## config.mk

```make
export PLATFORM = sky130hd
export DESIGN_NAME = min_sum_check_node_update_unit
export DESIGN_NICKNAME = d
export VERILOG_FILES = /design/src/hdl/msc_pkg.sv /design/src/hdl/msc_mag_stage.sv /design/src/hdl/msc_min_tree.sv /design/src/hdl/msc_out_stage.sv /design/src/hdl/min_sum_check_node_update_unit.sv
export SDC_FILE = /design/constraint.sdc
export NUM_CORES = 1
export LEC_CHECK = 0
export BUFFER_PORTS_ARGS = -buffer_cell sky130_fd_sc_hd__buf_4
export CAP_MARGIN = 20
export CORE_UTILIZATION = 62
export DETAILED_ROUTE_END_ITERATION = 6
export PLACE_DENSITY = 0.83
export SLEW_MARGIN = 10
export SYNTH_ARGS = -nofsm -noshare
export SYNTH_HDL_FRONTEND = slang
export SYNTH_SLANG_ARGS = --single-unit
```

## constraint.sdc

```tcl
create_clock -name clock -period 10.3 [get_ports clock]
set_clock_uncertainty 0.05 [all_clocks]
set_input_delay 0.515 -clock clock [delete_from_list [all_inputs] [get_ports clock]]
set_output_delay 0.515 -clock clock [all_outputs]
set_load 0.02 [all_outputs]
```

## src/hdl/msc_pkg.sv

```systemverilog
`timescale 1ns / 1ps
`default_nettype none

package msc_pkg;

   // Lane count of one transfer, message and magnitude widths
   localparam int LANE_FIELDS = 12;
   localparam int MSG_W       = 8;
   localparam int MAG_W       = 7;

   // Largest scaled magnitude (128 -> 104, 127 -> 105)
   localparam logic [MAG_W-1:0] MAG_MAX      = 7'd105;
   // Magnitude given to lanes that take no part; above any real value
   localparam logic [MAG_W-1:0] MAG_INACTIVE = 7'd127;

   typedef logic signed [MSG_W-1:0] msg_type;
   typedef logic [MAG_W-1:0]        mag_type;

   // Input transfer: msg_0 sits in the low byte
   typedef struct packed {
      msg_type msg_11;
      msg_type msg_10;
      msg_type msg_9;
      msg_type msg_8;
      msg_type msg_7;
      msg_type msg_6;
      msg_type msg_5;
      msg_type msg_4;
      msg_type msg_3;
      msg_type msg_2;
      msg_type msg_1;
      msg_type msg_0;
   } req_type;

   // Result transfer: ext_0 sits in the low byte
   typedef struct packed {
      msg_type ext_11;
      msg_type ext_10;
      msg_type ext_9;
      msg_type ext_8;
      msg_type ext_7;
      msg_type ext_6;
      msg_type ext_5;
      msg_type ext_4;
      msg_type ext_3;
      msg_type ext_2;
      msg_type ext_1;
      msg_type ext_0;
   } rsp_type;

   // Smallest and second smallest of a group
   typedef struct packed {
      mag_type min1;
      mag_type min2;
   } two_min_type;

   // After the magnitude stage
   typedef struct packed {
      logic    [LANE_FIELDS-1:0] neg;
      mag_type [LANE_FIELDS-1:0] mag;
   } mag_stage_type;

   // After the first tree stage: three partial two-minimums
   typedef struct packed {
      two_min_type [2:0]             part;
      logic                          parity;
      logic        [LANE_FIELDS-1:0] neg;
      mag_type     [LANE_FIELDS-1:0] mag;
   } part_stage_type;

   // After the second tree stage: the row's two-minimum
   typedef struct packed {
      two_min_type                   best;
      logic                          parity;
      logic        [LANE_FIELDS-1:0] neg;
      mag_type     [LANE_FIELDS-1:0] mag;
   } tree_stage_type;

   // m - m/8 - m/16 for m in 0..128
   function automatic mag_type scale_mag(logic [MSG_W-1:0] m);
      logic [MSG_W-1:0] r;
      r = m - (m >> 3) - (m >> 4);
      return r[MAG_W-1:0];
   endfunction

   // Pairwise sort of two magnitudes
   function automatic two_min_type sort_pair(mag_type a, mag_type b);
      two_min_type r;
      if (a <= b) begin
         r.min1 = a;
         r.min2 = b;
      end else begin
         r.min1 = b;
         r.min2 = a;
      end
      return r;
   endfunction

   // Merge two two-minimums; equal values count as separate entries
   function automatic two_min_type merge_min(two_min_type a, two_min_type b);
      two_min_type r;
      if (a.min1 <= b.min1) begin
         r.min1 = a.min1;
         r.min2 = (a.min2 <= b.min1) ? a.min2 : b.min1;
      end else begin
         r.min1 = b.min1;
         r.min2 = (a.min1 <= b.min2) ? a.min1 : b.min2;
      end
      return r;
   endfunction

endpackage

`default_nettype wire

```

## src/hdl/msc_mag_stage.sv

```systemverilog
`timescale 1ns / 1ps
`default_nettype none

module msc_mag_stage import msc_pkg::*; #(
   parameter int NUM_LANES = 12
) (
   input  wire logic                      clock,
   input  wire logic                      reset,
   input  wire logic                      in_valid,
   output      logic                      in_ready,
   input  wire msg_type [LANE_FIELDS-1:0] in_msg,
   output      logic                      out_valid,
   input  wire logic                      out_ready,
   output      mag_stage_type             out_data
);

   logic          valid_ff;
   mag_stage_type data_ff;
   mag_stage_type data_in;

   // Sign split, absolute value and 13/16 scaling per lane
   always_comb begin
      logic [MSG_W-1:0] m;
      for (int i = 0; i < LANE_FIELDS; i++) begin
         m = in_msg[i][MSG_W-1] ? MSG_W'(~in_msg[i] + 1'b1) : in_msg[i];
         if (i < NUM_LANES) begin
            data_in.neg[i] = in_msg[i][MSG_W-1];
            data_in.mag[i] = scale_mag(m);
         end else begin
            data_in.neg[i] = 1'b0;
            data_in.mag[i] = MAG_INACTIVE;
         end
      end
   end

   assign in_ready = !valid_ff || out_ready;

   always_ff @(posedge clock) begin
      if (reset) begin
         valid_ff <= 1'b0;
      end else if (in_ready) begin
         valid_ff <= in_valid;
      end
   end

   always_ff @(posedge clock) begin
      if (in_valid && in_ready) begin
         data_ff <= data_in;
      end
   end

   assign out_valid = valid_ff;
   assign out_data  = data_ff;

endmodule

`default_nettype wire

```

## src/hdl/msc_min_tree.sv

```systemverilog
`timescale 1ns / 1ps
`default_nettype none

module msc_min_tree import msc_pkg::*; (
   input  wire logic           clock,
   input  wire logic           reset,
   input  wire logic           in_valid,
   output      logic           in_ready,
   input  wire mag_stage_type  in_data,
   output      logic           out_valid,
   input  wire logic           out_ready,
   output      tree_stage_type out_data
);

   logic           valid_b_ff;
   part_stage_type part_b_ff;
   part_stage_type part_b_in;
   logic           ready_b;

   logic           valid_c_ff;
   tree_stage_type tree_c_ff;
   tree_stage_type tree_c_in;
   logic           ready_c;

   // Stage B: sort six pairs, merge them into three groups of four
   always_comb begin
      two_min_type [LANE_FIELDS/2-1:0] pair;
      for (int k = 0; k < LANE_FIELDS/2; k++) begin
         pair[k] = sort_pair(in_data.mag[2*k], in_data.mag[2*k+1]);
      end
      for (int j = 0; j < 3; j++) begin
         part_b_in.part[j] = merge_min(pair[2*j], pair[2*j+1]);
      end
      part_b_in.parity = ^in_data.neg;
      part_b_in.neg    = in_data.neg;
      part_b_in.mag    = in_data.mag;
   end

   // Stage C: merge the three groups
   always_comb begin
      tree_c_in.best   = merge_min(merge_min(part_b_ff.part[0], part_b_ff.part[1]),
                                   part_b_ff.part[2]);
      tree_c_in.parity = part_b_ff.parity;
      tree_c_in.neg    = part_b_ff.neg;
      tree_c_in.mag    = part_b_ff.mag;
   end

   assign ready_c  = !valid_c_ff || out_ready;
   assign ready_b  = !valid_b_ff || ready_c;
   assign in_ready = ready_b;

   always_ff @(posedge clock) begin
      if (reset) begin
         valid_b_ff <= 1'b0;
         valid_c_ff <= 1'b0;
      end else begin
         if (ready_b) begin
            valid_b_ff <= in_valid;
         end
         if (ready_c) begin
            valid_c_ff <= valid_b_ff;
         end
      end
   end

   always_ff @(posedge clock) begin
      if (in_valid && ready_b) begin
         part_b_ff <= part_b_in;
      end
      if (valid_b_ff && ready_c) begin
         tree_c_ff <= tree_c_in;
      end
   end

   assign out_valid = valid_c_ff;
   assign out_data  = tree_c_ff;

   // Minimums come out ordered; each is a scaled value or the idle-lane marker
   a_min_order: assert property (@(posedge clock) disable iff (reset)
      valid_c_ff |-> tree_c_ff.best.min1 <= tree_c_ff.best.min2)
      else $error("min tree: first minimum above second");

   a_min_range: assert property (@(posedge clock) disable iff (reset)
      valid_c_ff |-> (tree_c_ff.best.min2 <= MAG_MAX ||
                      tree_c_ff.best.min2 == MAG_INACTIVE))
      else $error("min tree: second minimum out of range");

   // First partial group comes out ordered
   a_part_order: assert property (@(posedge clock) disable iff (reset)
      valid_b_ff |-> part_b_ff.part[0].min1 <= part_b_ff.part[0].min2)
      else $error("min tree: partial group out of order");

endmodule

`default_nettype wire

```

## src/hdl/msc_out_stage.sv

```systemverilog
`timescale 1ns / 1ps
`default_nettype none

module msc_out_stage import msc_pkg::*; #(
   parameter int NUM_LANES = 12
) (
   input  wire logic           clock,
   input  wire logic           reset,
   input  wire logic           in_valid,
   output      logic           in_ready,
   input  wire tree_stage_type in_data,
   output      logic           out_valid,
   input  wire logic           out_ready,
   output      rsp_type        out_data
);

   logic                      valid_ff;
   msg_type [LANE_FIELDS-1:0] ext_ff;
   msg_type [LANE_FIELDS-1:0] ext_in;

   // Per lane: pick the other minimum on a match, apply extrinsic sign
   always_comb begin
      mag_type          lo1;
      mag_type          lo2;
      mag_type          m;
      logic [MSG_W-1:0] wide;
      // With fewer than two active lanes the idle marker wins; it reads as 0
      lo1 = (in_data.best.min1 > MAG_MAX) ? '0 : in_data.best.min1;
      lo2 = (in_data.best.min2 > MAG_MAX) ? '0 : in_data.best.min2;
      for (int i = 0; i < LANE_FIELDS; i++) begin
         m    = (in_data.mag[i] == lo1) ? lo2 : lo1;
         wide = {1'b0, m};
         if (i < NUM_LANES) begin
            ext_in[i] = (in_data.parity ^ in_data.neg[i]) ? MSG_W'(~wide + 1'b1) : wide;
         end else begin
            ext_in[i] = '0;
         end
      end
   end

   assign in_ready = !valid_ff || out_ready;

   always_ff @(posedge clock) begin
      if (reset) begin
         valid_ff <= 1'b0;
      end else if (in_ready) begin
         valid_ff <= in_valid;
      end
   end

   always_ff @(posedge clock) begin
      if (in_valid && in_ready) begin
         ext_ff <= ext_in;
      end
   end

   assign out_valid       = valid_ff;
   assign out_data.ext_0  = ext_ff[0];
   assign out_data.ext_1  = ext_ff[1];
   assign out_data.ext_2  = ext_ff[2];
   assign out_data.ext_3  = ext_ff[3];
   assign out_data.ext_4  = ext_ff[4];
   assign out_data.ext_5  = ext_ff[5];
   assign out_data.ext_6  = ext_ff[6];
   assign out_data.ext_7  = ext_ff[7];
   assign out_data.ext_8  = ext_ff[8];
   assign out_data.ext_9  = ext_ff[9];
   assign out_data.ext_10 = ext_ff[10];
   assign out_data.ext_11 = ext_ff[11];

   // Lane 0 is always active; its answer stays within the scaled range
   a_lane0_range: assert property (@(posedge clock) disable iff (reset)
      valid_ff |-> (ext_ff[0] <= 8'sd105 && ext_ff[0] >= -8'sd105))
      else $error("out stage: lane 0 result out of range");

endmodule

`default_nettype wire

```

## src/hdl/min_sum_check_node_update_unit.sv

```systemverilog
`timescale 1ns / 1ps
`default_nettype none

// Normalized min-sum LDPC check-node update. Each transfer on req_ carries
// twelve signed 8-bit variable-to-check messages; each transfer on rsp_
// returns twelve extrinsic messages in -105..105. Magnitudes are scaled by
// 13/16, the two smallest are found, and every lane gets the minimum of the
// others with the sign product of the other lanes. Lanes at or above
// NUM_LANES are ignored and answer 0. The unit accepts one transfer every
// cycle while it is not stalled; results pass through the magnitude stage,
// two min-tree stages and the output register, and back-pressure on rsp_
// stalls the pipeline without losing or repeating data.
module min_sum_check_node_update_unit import msc_pkg::*; #(
   parameter int NUM_LANES = 12
) (
   input  wire logic    clock,
   input  wire logic    reset,
   input  wire logic    req_valid,
   output      logic    req_ready,
   input  wire req_type req_data,
   output      logic    rsp_valid,
   input  wire logic    rsp_ready,
   output      rsp_type rsp_data
);

   msg_type [LANE_FIELDS-1:0] req_msg;
   logic                      mag_valid;
   logic                      mag_ready;
   mag_stage_type             mag_data;
   logic                      tree_valid;
   logic                      tree_ready;
   tree_stage_type            tree_data;

   // Unpack the request into a lane array
   assign req_msg[0]  = req_data.msg_0;
   assign req_msg[1]  = req_data.msg_1;
   assign req_msg[2]  = req_data.msg_2;
   assign req_msg[3]  = req_data.msg_3;
   assign req_msg[4]  = req_data.msg_4;
   assign req_msg[5]  = req_data.msg_5;
   assign req_msg[6]  = req_data.msg_6;
   assign req_msg[7]  = req_data.msg_7;
   assign req_msg[8]  = req_data.msg_8;
   assign req_msg[9]  = req_data.msg_9;
   assign req_msg[10] = req_data.msg_10;
   assign req_msg[11] = req_data.msg_11;

   msc_mag_stage #(
      .NUM_LANES (NUM_LANES)
   ) u_mag (
      .clock     (clock),
      .reset     (reset),
      .in_valid  (req_valid),
      .in_ready  (req_ready),
      .in_msg    (req_msg),
      .out_valid (mag_valid),
      .out_ready (mag_ready),
      .out_data  (mag_data)
   );

   msc_min_tree u_tree (
      .clock     (clock),
      .reset     (reset),
      .in_valid  (mag_valid),
      .in_ready  (mag_ready),
      .in_data   (mag_data),
      .out_valid (tree_valid),
      .out_ready (tree_ready),
      .out_data  (tree_data)
   );

   msc_out_stage #(
      .NUM_LANES (NUM_LANES)
   ) u_out (
      .clock     (clock),
      .reset     (reset),
      .in_valid  (tree_valid),
      .in_ready  (tree_ready),
      .in_data   (tree_data),
      .out_valid (rsp_valid),
      .out_ready (rsp_ready),
      .out_data  (rsp_data)
   );

endmodule

`default_nettype wire

```

==> flow_metrics.py <==
metrics = {
    "route": {
        "wl_per_cell_um": 19.8,
        "ant_nets": 0,
        "drt_iter0_drc": 1783,
        "viasPerCell": 5.90,
        "wl_um": 69200,
        "firstDrtPassIters": 7,
        "vias": 20610,
        "route.detailed.drc": 46,
    },
    "worst_setup_path": {
        "worst_r2r_endpoint": "u_tree.out_data[97]",
        "critical_path.top_delay_family": "compound AO/OA/AOI/OAI gates",
        "cp_num_buf_inv": 0,
        "crit_path_end_kind": "flip-flop",
        "crit_cells": 16,
        "arrival_ns": 5.10,
        "crit_required_ns": 10.67,
        "cp_slowest_cell": "o31ai_2",
        "crit_chain": "ha_1, nor2b_1, o21a_1, o21ai_0, a21oi_1, o31ai_2, mux2_2, ha_1, nor2b_1, o21ai_0, nand2b_1, a21oi_1, o21ai_0, o21a_1, mux2_2, a22oi_1",
        "r2r_cells": 16,
        "cp-start-kind": "flip-flop",
        "cp-endpoint": "u_tree.out_data[97]",
        "slowest_delay_ns": 0.76,
        "path_max_fanout": 13,
        "rr_startpoint": "u_tree.part_b_ff[105]",
        "criticalPathCategory": "reg2reg",
        "crit_start": "u_tree.part_b_ff[105]",
        "crit_top_cell": "o21ai_0",
        "reg2reg_slack_ns": 5.57,
    },
    "sta": {
        "drv_slew": 0,
        "tns_ns": 0,
        "layout_setup_ws_ns": 5.57,
        "max_slew_margin_pct": 23.4,
        "fmax_mhz": 211,
        "setup_violations": 0,
        "rsz0062_at_grt": "no",
        "layout_min_cycle_time_ns": 4.73,
        "tightest_slew_ns": 1.14,
        "fin_crit_sh_pct": 45.9,
        "final_hold_viol_count": 0,
        "hold_ws_ns": 0.0602,
    },
    "placed_design": {
        "placed_area_um2": 31500,
        "dp_hpwl_um": 51800,
        "io_buffers": 197,
        "dp_slack_ns": 5.68,
        "place_congestion": 1.00,
    },
    "yosys": {
        "syn-instance-count": 2656,
        "syn_nets": 3053,
        "synth_top_flop_cell": "edfxtp_1",
        "ys_ff_latch": 446,
        "syn_area_per_cell_um2": 11.1,
        "yosys-top-cells-area": "edfxtp_1 45%, ha_1 11%, xnor2_1 6.0%, mux2i_1 5.0%, inv_1 3.8%",
        "synth-async-reset-ratio_pct": 0,
        "yosysTopAreaCellShare_pct": 45.1,
        "yosysTopAreaCell": "edfxtp_1",
        "synth-edff-count": 442,
        "syn-cell-area_um2": 29400,
        "synth.distinct_cells": 74,
        "yosys_warnings": 0,
        "synth_seq_area_share_pct": 45.4,
    },
    "power": {
        "pwr_density_cell_nw_per_um2": 314,
        "vdd_drop_max_mv": 0.166,
        "p_leak_nw": 13.6,
    },
    "hold_path": {
        "hold_path_class": "in2reg",
    },
    "clock_tree": {
        "clk_latency_ns": 0.58,
        "htree_levels": 2,
        "numCtsBuffers": 46,
        "root_buffer": "clkbuf_16",
        "holdBufCountCts": 0,
        "clk_pin_slew_ns": 0.06,
        "cts_setup_buffers": 0,
        "cts_tree": "yes",
        "cts_sinks": 446,
        "cts_resized": 0,
        "cts_buffer_depth": 3,
    },
    "finish": {
        "diodes": 0,
        "areaGrowthSynthToFinish_pct": 12.5,
        "nets": 3248,
        "num-fill-cells": 3271,
        "drive_gt1_share_pct": 13.3,
        "final_area_um2": 33100,
    },
    "run_status": {
        "violations": "design-rule violations",
        "status": "finished, violations left",
    },
    "die": {
        "start_util_pct": 63.1,
        "row_count": 79,
        "die_h_um": 220,
        "die_w_um": 220,
        "die-area_um2": 48300,
        "core_um2": 46700,
        "ios": 198,
    },
    "global_route": {
        "antenna_found_initial": 0,
        "grt.total_usage_pct": 28.7,
        "grt_max_degree": 89,
        "grt_pass1_vias": 20477,
        "grt-ovfl-total": 0,
        "grt_pass1_wl_um": 108000,
    },
    "flow_run": {
        "drv_cap": 0,
    },
}
[metrics by stage]
step	power, mW	cells	utilization, %
after floorplan	7.12	2656	-
after global placement	8.31	3408	67.6
after detailed placement	8.54	3408	67.6
after CTS	10.3	3489	70.9
after global routing	11.0	3491	70.9
final	10.4	3491	70.9
[worst reg2reg max path, stage by stage, from the launching register on]
cell and delay (ns):
edfxtp_1 0.44, ha_1 0.33, nor2b_1 0.13, o21a_1 0.16
o21ai_0 0.13, a21oi_1 0.09, o31ai_2 0.76, mux2_2 0.50
ha_1 0.32, nor2b_1 0.14, o21ai_0 0.11, nand2b_1 0.10
a21oi_1 0.07, o21ai_0 0.19, o21a_1 0.48, mux2_2 0.40
a22oi_1 0.15
[cell usage in the layout (no fill, tap or decap), types with 9 or more instances in the layout]
| master | instances |
|---|---|
| a211oi_1 | 14 |
| a21boi_0 | 9 |
| a21o_1 | 21 |
| a21oi_1 | 218 |
| and3_1 | 13 |
| buf_4 | 226 |
| clkbuf_16 | 47 |
| clkinv_2 | 10 |
| edfxtp_1 | 442 |
| fa_1 | 48 |
| ha_1 | 249 |
| inv_1 | 296 |
| mux2_2 | 25 |
| mux2i_1 | 147 |
| nand2_1 | 112 |
| nand2b_1 | 24 |
| nand3_1 | 45 |
| nand4_1 | 29 |
| nor2_1 | 184 |
| nor2b_1 | 42 |
| nor3_1 | 21 |
| nor4_4 | 11 |
| o21a_1 | 33 |
| o21ai_0 | 98 |
| o21bai_1 | 16 |
| o31ai_1 | 18 |
| or3_1 | 14 |
| xnor2_1 | 201 |
| xor2_1 | 111 |
[sequential cells by signal (all words and copies together), names as in the netlist]
name	flops
u_out.out_data	96
u_tree.part_b_ff	139
u_mag.out_valid	1
u_mag.out_data	96
u_tree.out_valid	1
u_tree.out_data	111
u_tree.valid_b_ff	1
u_out.out_valid	1
[synthesized netlist by cell type (all sizes together) (8+ instances only)]
cell type	number
clkbuf	42
ha	249
fa	48
xor2	111
xnor2	201
a31o	8
o31ai	19
o21a	33
o21bai	16
a22oi	8
nor4	18
or3	14
edfxtp	442
nor2b	44
o22ai	8
buf	38
nor3	21
and3	13
inv	298
o21ai	105
nand2	116
nand3	45
mux2	31
a211oi	17
o211ai	9
a21boi	12
nand2b	24
a21oi	221
nor2	184
mux2i	148
a21o	21
nand4	29
[where the power goes]
| part | total, mW | switching (mW) | internal [mW] | leakage, nW |
|---|---|---|---|---|
| clock | 1.73 | 0.696 | 1.03 | 0.763 |
| sequential | 2.86 | 0.273 | 2.59 | 4.18 |
| combinational | 5.80 | 3.41 | 2.39 | 8.65 |
[layer usage]
metal,up-vias,wire (µm),global-route usage [%]
li1,9794,-,-
met1,9879,28500,36.9
met2,769,33800,49.1
met3,168,4170,3.31
met4,0,2690,12.4
met5,-,0,0
[worst min path at each step]
| stage | cells after the start | slack, ns | endpoint | from |
|---|---|---|---|---|
| after floorplan | 0 | 0.35 | u_tree.out_data[0] | u_tree.part_b_ff[0] |
| after global placement | 0 | 0.35 | u_tree.out_data[89] | u_tree.part_b_ff[89] |
| after detailed placement | 0 | 0.35 | u_tree.out_data[0] | u_tree.part_b_ff[0] |
| after CTS | 2 | 0.03 | u_mag.out_valid | reset |
| after global routing | 2 | 0.05 | u_mag.out_valid | reset |
| final | 2 | 0.06 | u_mag.out_valid | reset |
[cells by family (layout without fill, tap and decap cells)]
kind of cell	after synthesis	count (layout)	synth area share, %
adders and majority gates	298	298	13.9
buffers and inverters	378	606	5.12
DFF	446	446	45.4
and+or+nand+nor	538	538	9.45
AOI/OAI and AO/OA	505	505	10.5
xor gates and xnor gates	312	312	9.29
muxes	179	179	6.34
[area by class of cell]
cell class / instances / area, µm² / area share (%)
clock buffers: 51 / 1190 / 3.60
clock inverters: 30 / 363 / 1.10
well taps: 607 / 759 / 2.30
multi-input cells: 1832 / 14600 / 44.1
flip-flops and latches: 446 / 13400 / 40.4
repair buffers: 227 / 1710 / 5.16
inverters: 298 / 1120 / 3.38
No activity file was read; power rests on OpenSTA's default activity.
